--- src/rtl/lfp_pkg.sv ---
package lfp_pkg;

  localparam int POINTS_PER_FRAME = 12;
  localparam int PT_IDX_W = (POINTS_PER_FRAME > 1) ? $clog2(POINTS_PER_FRAME) : 1;
  localparam int PT_NUM_W = 4;
  localparam int CMDQ_DEPTH = 2;
  localparam int CMDQ_PTR_W = 1;
  localparam int CMDQ_CNT_W = 2;

  localparam logic [7:0] HDR_BYTE     = 8'h54;
  localparam logic [2:0] VERSION_CODE = 3'd1;
  localparam logic [7:0] CRC_POLY     = 8'h4D;

  localparam logic [15:0] ANGLE_FLOOR_RST = 16'd0;
  localparam logic [15:0] ANGLE_CEIL_RST  = 16'd18000;

  localparam int CFG_IDX_W  = 1;
  localparam int CFG_DATA_W = 16;
  localparam logic [CFG_IDX_W-1:0] CFG_ANGLE_FLOOR = 1'b0;
  localparam logic [CFG_IDX_W-1:0] CFG_ANGLE_CEIL  = 1'b1;

  typedef enum logic [3:0] {
    PH_HEADER  = 4'd0,
    PH_VERLEN  = 4'd1,
    PH_SPD_LO  = 4'd2,
    PH_SPD_HI  = 4'd3,
    PH_SA_LO   = 4'd4,
    PH_SA_HI   = 4'd5,
    PH_DIST_LO = 4'd6,
    PH_DIST_HI = 4'd7,
    PH_INTENS  = 4'd8,
    PH_EA_LO   = 4'd9,
    PH_EA_HI   = 4'd10,
    PH_TS_LO   = 4'd11,
    PH_TS_HI   = 4'd12,
    PH_CHECK   = 4'd13
  } phase_t;

  // One queued job for the emitter: an error result or a frame burst.
  typedef struct packed {
    logic        is_error;
    logic [15:0] speed;
    logic [15:0] angle_open;
    logic [15:0] angle_close;
    logic [15:0] stamp;
  } lfp_cmd_t;

  typedef struct packed {
    logic [7:0]  intensity;
    logic [15:0] distance;
  } lfp_point_t;

  // Status the emitter reports back to the parser.
  typedef struct packed {
    logic                active;
    logic [PT_IDX_W-1:0] rd_idx;
  } lfp_emit_stat_t;

  // CRC-8, MSB first, one byte per call.
  function automatic logic [7:0] crc8_next(input logic [7:0] crc, input logic [7:0] b);
    logic [7:0] c;
    c = crc ^ b;
    for (int i = 0; i < 8; i++) begin
      c = c[7] ? ((c << 1) ^ CRC_POLY) : (c << 1);
    end
    return c;
  endfunction

endpackage

--- src/rtl/lfp_in_if.sv ---
interface lfp_in_if;
  logic       valid;
  logic       ready;
  logic [7:0] rx_byte;

  modport source (output valid, output rx_byte, input ready);
  modport sink (input valid, input rx_byte, output ready);
endinterface

--- src/rtl/lfp_out_if.sv ---
interface lfp_out_if;
  logic        valid;
  logic        ready;
  logic        frame_status;
  logic [15:0] rot_speed;
  logic [15:0] first_angle;
  logic [15:0] final_angle;
  logic [15:0] stamp_ms;
  logic [3:0]  point_number;
  logic [15:0] range_value;
  logic [7:0]  echo_strength;
  logic        last_point;

  modport source (
    output valid, output frame_status, output rot_speed, output first_angle,
    output final_angle, output stamp_ms, output point_number, output range_value,
    output echo_strength, output last_point, input ready
  );
  modport sink (
    input valid, input frame_status, input rot_speed, input first_angle,
    input final_angle, input stamp_ms, input point_number, input range_value,
    input echo_strength, input last_point, output ready
  );
endinterface

--- src/rtl/lfp_parser.sv ---
module lfp_parser (
  input  logic                                clk,
  input  logic                                rst_n,
  lfp_in_if.sink                              in_ch,
  input  logic                                cfg_we,
  input  logic [lfp_pkg::CFG_IDX_W-1:0]       cfg_index,
  input  logic [lfp_pkg::CFG_DATA_W-1:0]      cfg_wdata,
  input  logic                                q_full,
  input  logic                                emit_busy,
  input  lfp_pkg::lfp_emit_stat_t             emit_stat,
  output logic                                q_push,
  output lfp_pkg::lfp_cmd_t                   q_wdata,
  output lfp_pkg::lfp_point_t                 rd_data
);
  import lfp_pkg::*;

  phase_t       phase_r, phase_nxt;
  logic [7:0]   crc_r, crc_nxt;
  logic [15:0]  speed_r, speed_nxt;
  logic [15:0]  sa_r, sa_nxt;
  logic [15:0]  ea_r, ea_nxt;
  logic [15:0]  ts_r, ts_nxt;
  logic [PT_NUM_W-1:0] count_r, count_nxt;
  logic [15:0]  floor_r, ceil_r;
  lfp_point_t   store_r [POINTS_PER_FRAME];

  logic         in_fire;
  logic         point_phase;
  logic [7:0]   b;
  logic [PT_IDX_W-1:0] slot;

  assign b           = in_ch.rx_byte;
  assign slot        = count_r[PT_IDX_W-1:0];
  assign point_phase = (phase_r == PH_DIST_LO) || (phase_r == PH_DIST_HI) ||
                       (phase_r == PH_INTENS);
  // hold the byte while the job queue is full or while the emitter still reads the store
  assign in_ch.ready = !q_full && !(point_phase && emit_busy);
  assign in_fire     = in_ch.valid && in_ch.ready;
  assign rd_data     = store_r[emit_stat.rd_idx];

  always_comb begin
    phase_nxt = phase_r;
    crc_nxt   = crc_r;
    speed_nxt = speed_r;
    sa_nxt    = sa_r;
    ea_nxt    = ea_r;
    ts_nxt    = ts_r;
    count_nxt = count_r;
    q_push    = 1'b0;
    q_wdata   = '{is_error: 1'b0, speed: speed_r, angle_open: sa_r,
                  angle_close: ea_r, stamp: ts_r};
    if (in_fire) begin
      if (phase_r != PH_CHECK) begin
        crc_nxt = crc8_next(crc_r, b);
      end
      unique case (phase_r)
        PH_HEADER: begin
          if (b == HDR_BYTE) begin
            phase_nxt = PH_VERLEN;
            crc_nxt   = crc8_next(8'h00, HDR_BYTE);
          end
        end
        PH_VERLEN: begin
          if (b[7:5] != VERSION_CODE) begin
            phase_nxt        = PH_HEADER;
            q_push           = 1'b1;
            q_wdata.is_error = 1'b1;
          end else begin
            phase_nxt = PH_SPD_LO;
          end
        end
        PH_SPD_LO: begin
          speed_nxt = {8'h00, b};
          phase_nxt = PH_SPD_HI;
        end
        PH_SPD_HI: begin
          speed_nxt = {b, speed_r[7:0]};
          phase_nxt = PH_SA_LO;
        end
        PH_SA_LO: begin
          sa_nxt    = {8'h00, b};
          phase_nxt = PH_SA_HI;
        end
        PH_SA_HI: begin
          sa_nxt    = {b, sa_r[7:0]};
          count_nxt = '0;
          phase_nxt = PH_DIST_LO;
        end
        PH_DIST_LO: phase_nxt = PH_DIST_HI;
        PH_DIST_HI: phase_nxt = PH_INTENS;
        PH_INTENS: begin
          count_nxt = count_r + PT_NUM_W'(1);
          phase_nxt = (count_nxt >= PT_NUM_W'(POINTS_PER_FRAME)) ? PH_EA_LO : PH_DIST_LO;
        end
        PH_EA_LO: begin
          ea_nxt    = {8'h00, b};
          phase_nxt = PH_EA_HI;
        end
        PH_EA_HI: begin
          ea_nxt    = {b, ea_r[7:0]};
          phase_nxt = PH_TS_LO;
        end
        PH_TS_LO: begin
          ts_nxt    = {8'h00, b};
          phase_nxt = PH_TS_HI;
        end
        PH_TS_HI: begin
          ts_nxt    = {b, ts_r[7:0]};
          phase_nxt = PH_CHECK;
        end
        PH_CHECK: begin
          phase_nxt = PH_HEADER;
          if (b != crc_r) begin
            q_push           = 1'b1;
            q_wdata.is_error = 1'b1;
          end else if ((sa_r < ceil_r) && (sa_r > floor_r)) begin
            q_push = 1'b1;
          end
        end
        default: phase_nxt = PH_HEADER;
      endcase
    end
  end

  always_ff @(posedge clk) begin
    if (!rst_n) begin
      phase_r <= PH_HEADER;
      crc_r   <= '0;
      speed_r <= '0;
      sa_r    <= '0;
      ea_r    <= '0;
      ts_r    <= '0;
      count_r <= '0;
      floor_r <= ANGLE_FLOOR_RST;
      ceil_r  <= ANGLE_CEIL_RST;
    end else begin
      phase_r <= phase_nxt;
      crc_r   <= crc_nxt;
      speed_r <= speed_nxt;
      sa_r    <= sa_nxt;
      ea_r    <= ea_nxt;
      ts_r    <= ts_nxt;
      count_r <= count_nxt;
      if (cfg_we) begin
        case (cfg_index)
          CFG_ANGLE_FLOOR: floor_r <= cfg_wdata;
          CFG_ANGLE_CEIL:  ceil_r  <= cfg_wdata;
          default: ;
        endcase
      end
    end
  end

  // point store: one byte lane per phase
  always_ff @(posedge clk) begin
    if (in_fire) begin
      case (phase_r)
        PH_DIST_LO: store_r[slot].distance[7:0]  <= b;
        PH_DIST_HI: store_r[slot].distance[15:8] <= b;
        PH_INTENS:  store_r[slot].intensity      <= b;
        default: ;
      endcase
    end
  end

  a_no_write_while_emit: assert property (@(posedge clk) disable iff (!rst_n)
    (in_fire && point_phase) |-> !emit_busy)
    else $error("point store written while the emitter reads it");

  a_check_restarts: assert property (@(posedge clk) disable iff (!rst_n)
    (in_fire && phase_r == PH_CHECK) |=> (phase_r == PH_HEADER))
    else $error("parser did not return to header hunt after check byte");

  a_push_has_room: assert property (@(posedge clk) disable iff (!rst_n)
    q_push |-> !q_full)
    else $error("job pushed into a full queue");

endmodule

--- src/rtl/lfp_cmd_queue.sv ---
module lfp_cmd_queue (
  input  logic               clk,
  input  logic               rst_n,
  input  logic               push,
  input  lfp_pkg::lfp_cmd_t  wdata,
  input  logic               pop,
  output lfp_pkg::lfp_cmd_t  rdata,
  output logic               not_empty,
  output logic               full
);
  import lfp_pkg::*;

  lfp_cmd_t              mem_r [CMDQ_DEPTH];
  logic [CMDQ_PTR_W-1:0] wr_ptr_r, rd_ptr_r;
  logic [CMDQ_CNT_W-1:0] count_r;

  assign not_empty = (count_r != '0);
  assign full      = (count_r == CMDQ_CNT_W'(CMDQ_DEPTH));
  assign rdata     = mem_r[rd_ptr_r];

  always_ff @(posedge clk) begin
    if (!rst_n) begin
      wr_ptr_r <= '0;
      rd_ptr_r <= '0;
      count_r  <= '0;
    end else begin
      if (push) wr_ptr_r <= wr_ptr_r + CMDQ_PTR_W'(1);
      if (pop)  rd_ptr_r <= rd_ptr_r + CMDQ_PTR_W'(1);
      case ({push, pop})
        2'b10:   count_r <= count_r + CMDQ_CNT_W'(1);
        2'b01:   count_r <= count_r - CMDQ_CNT_W'(1);
        default: ;
      endcase
    end
  end

  always_ff @(posedge clk) begin
    if (push) mem_r[wr_ptr_r] <= wdata;
  end

  a_count_bound: assert property (@(posedge clk) disable iff (!rst_n)
    count_r <= CMDQ_CNT_W'(CMDQ_DEPTH))
    else $error("queue count beyond depth");

  a_pop_nonempty: assert property (@(posedge clk) disable iff (!rst_n)
    pop |-> not_empty)
    else $error("pop from empty queue");

  a_push_not_full: assert property (@(posedge clk) disable iff (!rst_n)
    (push && !pop) |-> !full)
    else $error("push into full queue");

endmodule

--- src/rtl/lfp_emitter.sv ---
module lfp_emitter (
  input  logic                     clk,
  input  logic                     rst_n,
  input  logic                     q_not_empty,
  input  lfp_pkg::lfp_cmd_t        q_rdata,
  output logic                     q_pop,
  output lfp_pkg::lfp_emit_stat_t  stat,
  input  lfp_pkg::lfp_point_t      rd_data,
  lfp_out_if.source                out_ch
);
  import lfp_pkg::*;

  logic                active_r;
  lfp_cmd_t            job_r;
  logic [PT_IDX_W-1:0] idx_r;
  logic                can_load;
  logic                last_pt;

  logic        out_valid_r;
  logic        status_r;
  logic [15:0] speed_r, first_r, final_r, stamp_r, range_r;
  logic [3:0]  num_r;
  logic [7:0]  echo_r;
  logic        last_r;

  assign can_load    = !out_valid_r || out_ch.ready;
  assign last_pt     = (idx_r == PT_IDX_W'(POINTS_PER_FRAME - 1));
  assign q_pop       = !active_r && q_not_empty;
  assign stat.active = active_r;
  assign stat.rd_idx = idx_r;

  always_ff @(posedge clk) begin
    if (!rst_n) begin
      active_r    <= 1'b0;
      idx_r       <= '0;
      out_valid_r <= 1'b0;
    end else begin
      if (q_pop) begin
        active_r <= 1'b1;
        idx_r    <= '0;
        job_r    <= q_rdata;
      end else if (active_r && can_load) begin
        out_valid_r <= 1'b1;
        if (job_r.is_error) begin
          status_r <= 1'b1;
          speed_r  <= '0;
          first_r  <= '0;
          final_r  <= '0;
          stamp_r  <= '0;
          num_r    <= '0;
          range_r  <= '0;
          echo_r   <= '0;
          last_r   <= 1'b1;
          active_r <= 1'b0;
        end else begin
          status_r <= 1'b0;
          speed_r  <= job_r.speed;
          first_r  <= job_r.angle_open;
          final_r  <= job_r.angle_close;
          stamp_r  <= job_r.stamp;
          num_r    <= 4'(idx_r);
          range_r  <= rd_data.distance;
          echo_r   <= rd_data.intensity;
          last_r   <= last_pt;
          idx_r    <= idx_r + PT_IDX_W'(1);
          if (last_pt) active_r <= 1'b0;
        end
      end
      if (can_load && !(active_r && !q_pop)) out_valid_r <= 1'b0;
    end
  end

  assign out_ch.valid         = out_valid_r;
  assign out_ch.frame_status  = status_r;
  assign out_ch.rot_speed     = speed_r;
  assign out_ch.first_angle   = first_r;
  assign out_ch.final_angle   = final_r;
  assign out_ch.stamp_ms      = stamp_r;
  assign out_ch.point_number  = num_r;
  assign out_ch.range_value   = range_r;
  assign out_ch.echo_strength = echo_r;
  assign out_ch.last_point    = last_r;

  a_error_is_last: assert property (@(posedge clk) disable iff (!rst_n)
    (out_valid_r && status_r) |-> last_r)
    else $error("error result without last mark");

  a_idx_in_range: assert property (@(posedge clk) disable iff (!rst_n)
    active_r |-> (idx_r <= PT_IDX_W'(POINTS_PER_FRAME - 1)))
    else $error("point index beyond frame");

  a_last_ends_job: assert property (@(posedge clk) disable iff (!rst_n)
    (active_r && can_load && !job_r.is_error && last_pt) |=> !active_r)
    else $error("emitter still active after last point");

endmodule

--- src/rtl/lidar_frame_parser_crc8.sv ---
// Serial lidar frame parser: takes one received byte per item on in_ch, hunts for the
// 0x54 header, checks the version bits, gathers speed, start angle, twelve points,
// end angle and timestamp, and checks the CRC-8 (poly 0x4D) against the closing byte.
// A version or CRC failure gives one error item with last_point set; a good frame whose
// start angle lies strictly between angle_floor (cfg index 0) and angle_ceiling (index 1)
// gives one item per point, the last marked; any other good frame gives nothing.
// The parser takes one byte per cycle unless it holds its input. A frame burst leaves
// the output register at one item per cycle while out_ch.ready is high; while a burst is
// queued or draining the parser holds bytes that would land in the point store, so a
// frame's point bytes wait on the previous burst. A two-entry job queue sits between
// parser and emitter; the parser also holds its input whenever that queue is full.
module lidar_frame_parser_crc8 (
  input  logic                           clk,
  input  logic                           rst_n,
  lfp_in_if.sink                         in_ch,
  lfp_out_if.source                      out_ch,
  input  logic                           cfg_we,
  input  logic [lfp_pkg::CFG_IDX_W-1:0]  cfg_index,
  input  logic [lfp_pkg::CFG_DATA_W-1:0] cfg_wdata
);
  import lfp_pkg::*;

  logic           q_push, q_pop, q_not_empty, q_full;
  lfp_cmd_t       q_wdata, q_rdata;
  lfp_point_t     rd_data;
  lfp_emit_stat_t emit_stat;
  logic           emit_busy;

  // a queued or running job may still need the point store
  assign emit_busy = emit_stat.active || q_not_empty;

  lfp_parser u_parser (
    .clk       (clk),
    .rst_n     (rst_n),
    .in_ch     (in_ch),
    .cfg_we    (cfg_we),
    .cfg_index (cfg_index),
    .cfg_wdata (cfg_wdata),
    .q_full    (q_full),
    .emit_busy (emit_busy),
    .emit_stat (emit_stat),
    .q_push    (q_push),
    .q_wdata   (q_wdata),
    .rd_data   (rd_data)
  );

  lfp_cmd_queue u_queue (
    .clk       (clk),
    .rst_n     (rst_n),
    .push      (q_push),
    .wdata     (q_wdata),
    .pop       (q_pop),
    .rdata     (q_rdata),
    .not_empty (q_not_empty),
    .full      (q_full)
  );

  lfp_emitter u_emitter (
    .clk         (clk),
    .rst_n       (rst_n),
    .q_not_empty (q_not_empty),
    .q_rdata     (q_rdata),
    .q_pop       (q_pop),
    .stat        (emit_stat),
    .rd_data     (rd_data),
    .out_ch      (out_ch)
  );

endmodule

--- src/flat_wrapper.sv ---
// flat-port wrapper written by rule: the top's interface ports become plain ports
module lidar_frame_parser_crc8_flat import lfp_pkg::*;
  (clk, rst_n, cfg_we, cfg_index, cfg_wdata, in_ch_valid, in_ch_rx_byte, in_ch_ready, out_ch_valid, out_ch_frame_status, out_ch_rot_speed, out_ch_first_angle, out_ch_final_angle, out_ch_stamp_ms, out_ch_point_number, out_ch_range_value, out_ch_echo_strength, out_ch_last_point, out_ch_ready);
  lfp_in_if in_ch_i ();
  lfp_out_if out_ch_i ();
  input  logic clk;
  input  logic rst_n;
  input  logic cfg_we;
  input  logic [lfp_pkg::CFG_IDX_W-1:0] cfg_index;
  input  logic [lfp_pkg::CFG_DATA_W-1:0] cfg_wdata;
  input wire logic [$bits(in_ch_i.valid)-1:0] in_ch_valid;
  input wire logic [$bits(in_ch_i.rx_byte)-1:0] in_ch_rx_byte;
  output wire logic [$bits(in_ch_i.ready)-1:0] in_ch_ready;
  output wire logic [$bits(out_ch_i.valid)-1:0] out_ch_valid;
  output wire logic [$bits(out_ch_i.frame_status)-1:0] out_ch_frame_status;
  output wire logic [$bits(out_ch_i.rot_speed)-1:0] out_ch_rot_speed;
  output wire logic [$bits(out_ch_i.first_angle)-1:0] out_ch_first_angle;
  output wire logic [$bits(out_ch_i.final_angle)-1:0] out_ch_final_angle;
  output wire logic [$bits(out_ch_i.stamp_ms)-1:0] out_ch_stamp_ms;
  output wire logic [$bits(out_ch_i.point_number)-1:0] out_ch_point_number;
  output wire logic [$bits(out_ch_i.range_value)-1:0] out_ch_range_value;
  output wire logic [$bits(out_ch_i.echo_strength)-1:0] out_ch_echo_strength;
  output wire logic [$bits(out_ch_i.last_point)-1:0] out_ch_last_point;
  input wire logic [$bits(out_ch_i.ready)-1:0] out_ch_ready;
  assign in_ch_i.valid = in_ch_valid;
  assign in_ch_i.rx_byte = in_ch_rx_byte;
  assign in_ch_ready = in_ch_i.ready;
  assign out_ch_valid = out_ch_i.valid;
  assign out_ch_frame_status = out_ch_i.frame_status;
  assign out_ch_rot_speed = out_ch_i.rot_speed;
  assign out_ch_first_angle = out_ch_i.first_angle;
  assign out_ch_final_angle = out_ch_i.final_angle;
  assign out_ch_stamp_ms = out_ch_i.stamp_ms;
  assign out_ch_point_number = out_ch_i.point_number;
  assign out_ch_range_value = out_ch_i.range_value;
  assign out_ch_echo_strength = out_ch_i.echo_strength;
  assign out_ch_last_point = out_ch_i.last_point;
  assign out_ch_i.ready = out_ch_ready;
  lidar_frame_parser_crc8 u_core (.clk(clk), .rst_n(rst_n), .in_ch(in_ch_i), .out_ch(out_ch_i), .cfg_we(cfg_we), .cfg_index(cfg_index), .cfg_wdata(cfg_wdata));
endmodule
--- config.mk ---
export PLATFORM = sky130hd
export DESIGN_NAME = lidar_frame_parser_crc8_flat
export DESIGN_NICKNAME = d
export VERILOG_FILES = /design/src/rtl/lfp_pkg.sv /design/src/rtl/lfp_in_if.sv /design/src/rtl/lfp_out_if.sv /design/src/rtl/lfp_parser.sv /design/src/rtl/lfp_cmd_queue.sv /design/src/rtl/lfp_emitter.sv /design/src/rtl/lidar_frame_parser_crc8.sv /design/src/flat_wrapper.sv
export SDC_FILE = /design/constraint.sdc
export NUM_CORES = 1
export LEC_CHECK = 0
export ABC_AREA = 1
export BUFFER_PORTS_ARGS = -buffer_cell sky130_fd_sc_hd__buf_2
export CORE_MARGIN = 2
export CORE_UTILIZATION = 55
export CTS_CLUSTER_SIZE = 25
export DETAILED_ROUTE_END_ITERATION = 7
export GPL_TIMING_DRIVEN = 0
export PLACE_DENSITY = 0.83
export SYNTH_ARGS = -nofsm -noshare
export SYNTH_HDL_FRONTEND = slang
export SYNTH_HIERARCHICAL = 1
export SYNTH_SLANG_ARGS = --single-unit
--- constraint.sdc ---
create_clock -name clk -period 6.2 [get_ports clk]
set_clock_uncertainty 0.05 [all_clocks]
set_input_delay 0.93 -clock clk [delete_from_list [all_inputs] [get_ports clk]]
set_output_delay 0.93 -clock clk [all_outputs]
set_load 0.02 [all_outputs]
==> impl.org <==
** STA
- In the final timing run, aggregate negative setup slack is 0 ns.
- Headroom to the max-slew limit :: 0.365
- Counting I/O delays and the setup requirement, the final critical path takes 3.73 ns.
- Setup violations remaining at the end of the flow were counted as 0.
- Actual slew at the worst max-slew pin :: 0.949 ns
- Final clock period utilization by the worst path :: 0.602
- Highest clock rate :: 268 MHz
- The final-report hold violation count was 0.
- The count of pins over their slew limit came to 0.
- After layout, the worst setup slack is 2.47 ns.
- Setup repair after global routing left no endpoint under its margin.

** Power and ir drop
- Pwr per Cell Area :: 340 nW/um^2
- Combinational power share :: 0.139
- The analysis attributes to net switching a power of 2.77 mW.
- Switching portion of total power :: 0.255
- Across the VDD grid, the largest voltage drop is 0.233 mV.
- Internal power :: 8.08 mW
- Reg power frac :: 0.494
- The share of total power dissipated in the clock network is 0.366.
- The analysis attributes to cell leakage a power of 11.8 nW.

** Placed design
- GP Congestion :: 0.904
- Once detailed placement completed, the half-perimeter wirelength came to 44300 um.
- Summing all placed instances gives a cell area of 29800 sq um.
- Prior to clock tree synthesis, the placed netlist has a worst setup slack of 1.95 ns.
- Port Buffer Count :: 125

** Cells and area
- The finished cells cover 31900 sq um.
- Max reg flops :: 288
- Final core utilization :: 0.634
- Area Growth Syn to Fin :: 13.4%
- At the end of the flow, the number of nets in the layout was 2553.
- Registers with the most flip-flops :: u_core/u_parser/store_r: 288 flops, u_core/u_queue/mem_r: 130 flops, u_core/u_emitter/job_r: 65 flops
- Largest register by flop count :: u_core/u_parser/store_r
- The number of antenna diodes in the final layout is 0.
- Share of final-layout standard cells stronger than drive strength 1 :: 0.142

** Setup path
- Data arrives at the worst endpoint at 3.91 ns.
- STA classifies the critical path startpoint as a primary input.
- The slowest stage of the critical path belongs to the cell sky130_fd_sc_hd__inv_4.
- The number of cells on the worst reg-to-reg path is 12.
- Worst path required time :: 6.38 ns
- The endpoint identified for the worst register-to-register timing path is u_core/u_queue/mem_r[1][59].
- The worst setup path is captured at a flip-flop.
- In this design, the critical path's most frequently occurring cell is sky130_fd_sc_hd__nand2_1.
- For this run, the slowest stage of the critical path takes 0.67 ns.
- Setup CP Type :: in -> reg
- Startpoint of the lowest-slack register-to-register path :: u_core/u_parser/phase_r[3]
- Walking the worst path, the cells encountered are buf_2 > buf_2 > inv_1 > nand2_1 > nand2_1 > nand2_1 > nor3_1 > o21ai_0 > nand2_1 > nand2_1 > nand2_1 > inv_4.
- Slack of the worst reg-to-reg path :: 2.96 ns
- Along the worst path, the maximum fanout reaches 65.

** GRT
- The first global-routing pass estimated 102000 um of wire.
- Antenna violations before repair :: 0
- Entering global routing, the biggest net connects 66 pins.
- In the global route stage, overall resource usage came out at 0.253.
- The via count of the first global-routing pass was 18300.
- GR Overflow Total :: 0

** Clocking
- TritonCTS clock tree :: built
- For the worst-skew pair, the clock arrives at the later sink with an insertion delay of 0.62 ns.
- Clock buffer count from CTS :: 70
- CTS placed an instance of sky130_fd_sc_hd__clkbuf_16 at the clock tree root.
- Clock Path Buffers :: 3
- Max H-tree Level :: 3
- The number of gates resized after CTS was 0.
- For this design, the sink count on the clock tree is 700.
- CTS clk-pin slew, worst paths :: 0.06 ns
- The number of hold buffers added after CTS was 0.
- Post-CTS Setup Repair Bufs :: 0

** Floorplan
- Overall die width :: 230 um
- Pin placement for this block handled 126 I/O pins.
- The floorplan has 82 rows.
- The floorplan step set the die height to 230 um.
- Starting density of the core :: 0.559
- Placeable Area :: 50400 sq um
- Area of the die :: 53100 sq um

** Job
- Max capacitance violation total :: 0

** Hold path
- Hold EP :: u_core/u_queue/mem_r[1][13]
- In this run the most critical hold path is launched from u_core/u_parser/ts_r[13].
- Hold path cells :: 0
- The path class of the tightest hold or removal check is reg -> reg.

** Synthesis
- Counting flops and latches in the post-synthesis netlist gives 700.
- Post-synth EDFFs :: 577
- Post-Synthesis Cells :: 2282
- In this run, distinct cell masters in the synthesized netlist total 39.
- Area of the mapped netlist :: 28200 sq um
- A synthesized cell averages 12.3 sq um.
- Total nets after synthesis :: 2349
- Synth warnings :: 6
- Portion of the post-synthesis area used by sequential elements :: 0.702
- Of all flip-flops after synthesis, the portion carrying an async set or reset was 0.
- Among all flip-flop cells after synthesis, the most frequent one is sky130_fd_sc_hd__edfxtp_1.

** Detailed routing
- Post-Route WL :: 67600 um
- Once detail routing completed, the nets flagged for antenna violations numbered 0.
- Initial drt markers :: 2216
- Summing over every cut layer, the via total after detailed routing is 18500.
- Number of vias per cell after detailed routing :: 5.78
- Detailed-router iteration count before antenna repair :: 8
- Total DRC errors in the routed layout :: 0
- Dividing the detail-routed wire length by the instance count gives 21.1 um.

** Run status
- The flow ran to the end, and the final reports show no timing, DRC or antenna violations.
cells by family after synthesis:
logic type	count (synthesis)	synth area share
compound gates	466	0.0877
mux	126	0.0543
simple gates	551	0.0799
xor+xnor	12	0.00373
buf+inv	390	0.0557
flops	700	0.702
fa+ha+maj	37	0.0164
cell usage in the layout (no fill, tap or decap), types with 3 or more instances in the layout:
cell,instances
sky130_fd_sc_hd__edfxtp_1,577
sky130_fd_sc_hd__inv_1,275
sky130_fd_sc_hd__nand2_1,273
sky130_fd_sc_hd__a21oi_1,209
sky130_fd_sc_hd__o21ai_0,201
sky130_fd_sc_hd__nor2_1,184
sky130_fd_sc_hd__buf_2,156
sky130_fd_sc_hd__dfxtp_1,123
sky130_fd_sc_hd__clkbuf_1,77
sky130_fd_sc_hd__clkbuf_16,74
sky130_fd_sc_hd__mux2i_1,61
sky130_fd_sc_hd__nand3_1,50
sky130_fd_sc_hd__mux2_4,50
sky130_fd_sc_hd__ha_1,37
sky130_fd_sc_hd__o211ai_1,32
sky130_fd_sc_hd__nand4_1,17
sky130_fd_sc_hd__mux2_2,15
sky130_fd_sc_hd__a31oi_1,12
sky130_fd_sc_hd__clkinv_2,8
sky130_fd_sc_hd__clkinv_1,8
sky130_fd_sc_hd__inv_2,8
sky130_fd_sc_hd__buf_1,8
sky130_fd_sc_hd__xor2_1,8
sky130_fd_sc_hd__nor3_1,8
sky130_fd_sc_hd__buf_6,7
sky130_fd_sc_hd__nor2_2,6
sky130_fd_sc_hd__buf_12,6
sky130_fd_sc_hd__o21ai_1,6
sky130_fd_sc_hd__inv_6,5
sky130_fd_sc_hd__nor2_4,4
sky130_fd_sc_hd__buf_4,4
sky130_fd_sc_hd__xnor2_1,4
sky130_fd_sc_hd__clkbuf_8,3
sky130_fd_sc_hd__a21oi_4,3
layer usage:
layer  vias up  part of all wire  global-route usage  wire [um]
met5         -                 0                   0          0
li1       8311                 -                   -          -
met4         0             0.037               0.106       2530
met2      1124              0.48               0.422      32800
met3       188             0.099              0.0525       6710
met1      8920              0.38               0.324      25600
worst max-delay path, delay by kind of cell:
family / cells / cell delay, ns
and+or+nand+nor: 7 / 0.78
AOI/OAI and AO/OA: 1 / 0.15
buffers and inverters: 4 / 1.94
cells in the mapped netlist, types with 2 or more instances:
| library cell | count | area, sq um |
|---|---|---|
| sky130_fd_sc_hd__nand4_1 | 17 | 106 |
| sky130_fd_sc_hd__buf_4 | 4 | 30.0 |
| sky130_fd_sc_hd__nand2_1 | 273 | 1020 |
| sky130_fd_sc_hd__nor2_1 | 187 | 702 |
| sky130_fd_sc_hd__a21oi_4 | 3 | 48.8 |
| sky130_fd_sc_hd__dfxtp_1 | 123 | 2460 |
| sky130_fd_sc_hd__xnor2_1 | 4 | 35.0 |
| sky130_fd_sc_hd__nand3_1 | 50 | 250 |
| sky130_fd_sc_hd__o21ai_0 | 201 | 1010 |
| sky130_fd_sc_hd__a31oi_1 | 12 | 75.1 |
| sky130_fd_sc_hd__nand2_2 | 2 | 12.5 |
| sky130_fd_sc_hd__ha_1 | 37 | 463 |
| sky130_fd_sc_hd__mux2i_1 | 61 | 611 |
| sky130_fd_sc_hd__inv_1 | 276 | 1040 |
| sky130_fd_sc_hd__inv_2 | 8 | 30.0 |
| sky130_fd_sc_hd__buf_6 | 7 | 78.8 |
| sky130_fd_sc_hd__clkbuf_1 | 53 | 199 |
| sky130_fd_sc_hd__mux2_4 | 50 | 751 |
| sky130_fd_sc_hd__nor3_1 | 8 | 40.0 |
| sky130_fd_sc_hd__xor2_1 | 8 | 70.1 |
| sky130_fd_sc_hd__o21ai_1 | 6 | 30.0 |
| sky130_fd_sc_hd__nand3b_1 | 2 | 15.0 |
| sky130_fd_sc_hd__a21oi_1 | 209 | 1050 |
| sky130_fd_sc_hd__buf_1 | 8 | 30.0 |
| sky130_fd_sc_hd__clkinv_1 | 3 | 11.3 |
| sky130_fd_sc_hd__o211ai_1 | 32 | 240 |
| sky130_fd_sc_hd__nor2_2 | 6 | 37.5 |
| sky130_fd_sc_hd__buf_2 | 31 | 155 |
| sky130_fd_sc_hd__edfxtp_1 | 577 | 17300 |
| sky130_fd_sc_hd__mux2_2 | 15 | 169 |
cell type report:
type / count / area [sq um]
Buffer: 103 / 493
Clock buffer: 101 / 1980
Clock inverter: 20 / 141
Fill cell: 3536 / 18400
Inverter: 287 / 1080
Multi-Input combinational cell: 1192 / 6840
Sequential cell: 700 / 19800
Tap cell: 672 / 841
Timing Repair Buffer: 132 / 773
power by group through the flow:
stage	Clock, mW	Combinational, mW	Sequential (mW)
finish	3.97	1.51	5.37
CTS	4.01	1.49	5.37
global placement	0	1.40	5.49
global route	4.19	1.63	5.38
detailed placement	0	1.48	5.46
floorplan	0	0.932	5.54
through the flow:
stage	power (mW)	cells	hold WS, ns
floorplan	6.47	2282	0.376
global placement	6.89	3079	0.382
detailed placement	6.94	3086	0.390
CTS	10.9	3207	0.399
global route	11.2	3207	0.413
finish	10.9	3207	0.407
worst max-delay path by stage:
| stage | start | endpoint |
|---|---|---|
| CTS | in_ch_rx_byte[7] | u_core/u_queue/mem_r[1][5] |
| global route | in_ch_rx_byte[7] | u_core/u_queue/mem_r[1][6] |
| floorplan | out_ch_ready | u_core/u_emitter/out_ch.echo_strength[0] |
| detailed placement | in_ch_rx_byte[7] | u_core/u_queue/mem_r[1][59] |
| finish | in_ch_rx_byte[7] | u_core/u_queue/mem_r[1][59] |
| global placement | in_ch_rx_byte[7] | u_core/u_queue/mem_r[0][53] |
(Power assumes the default switching activity.)
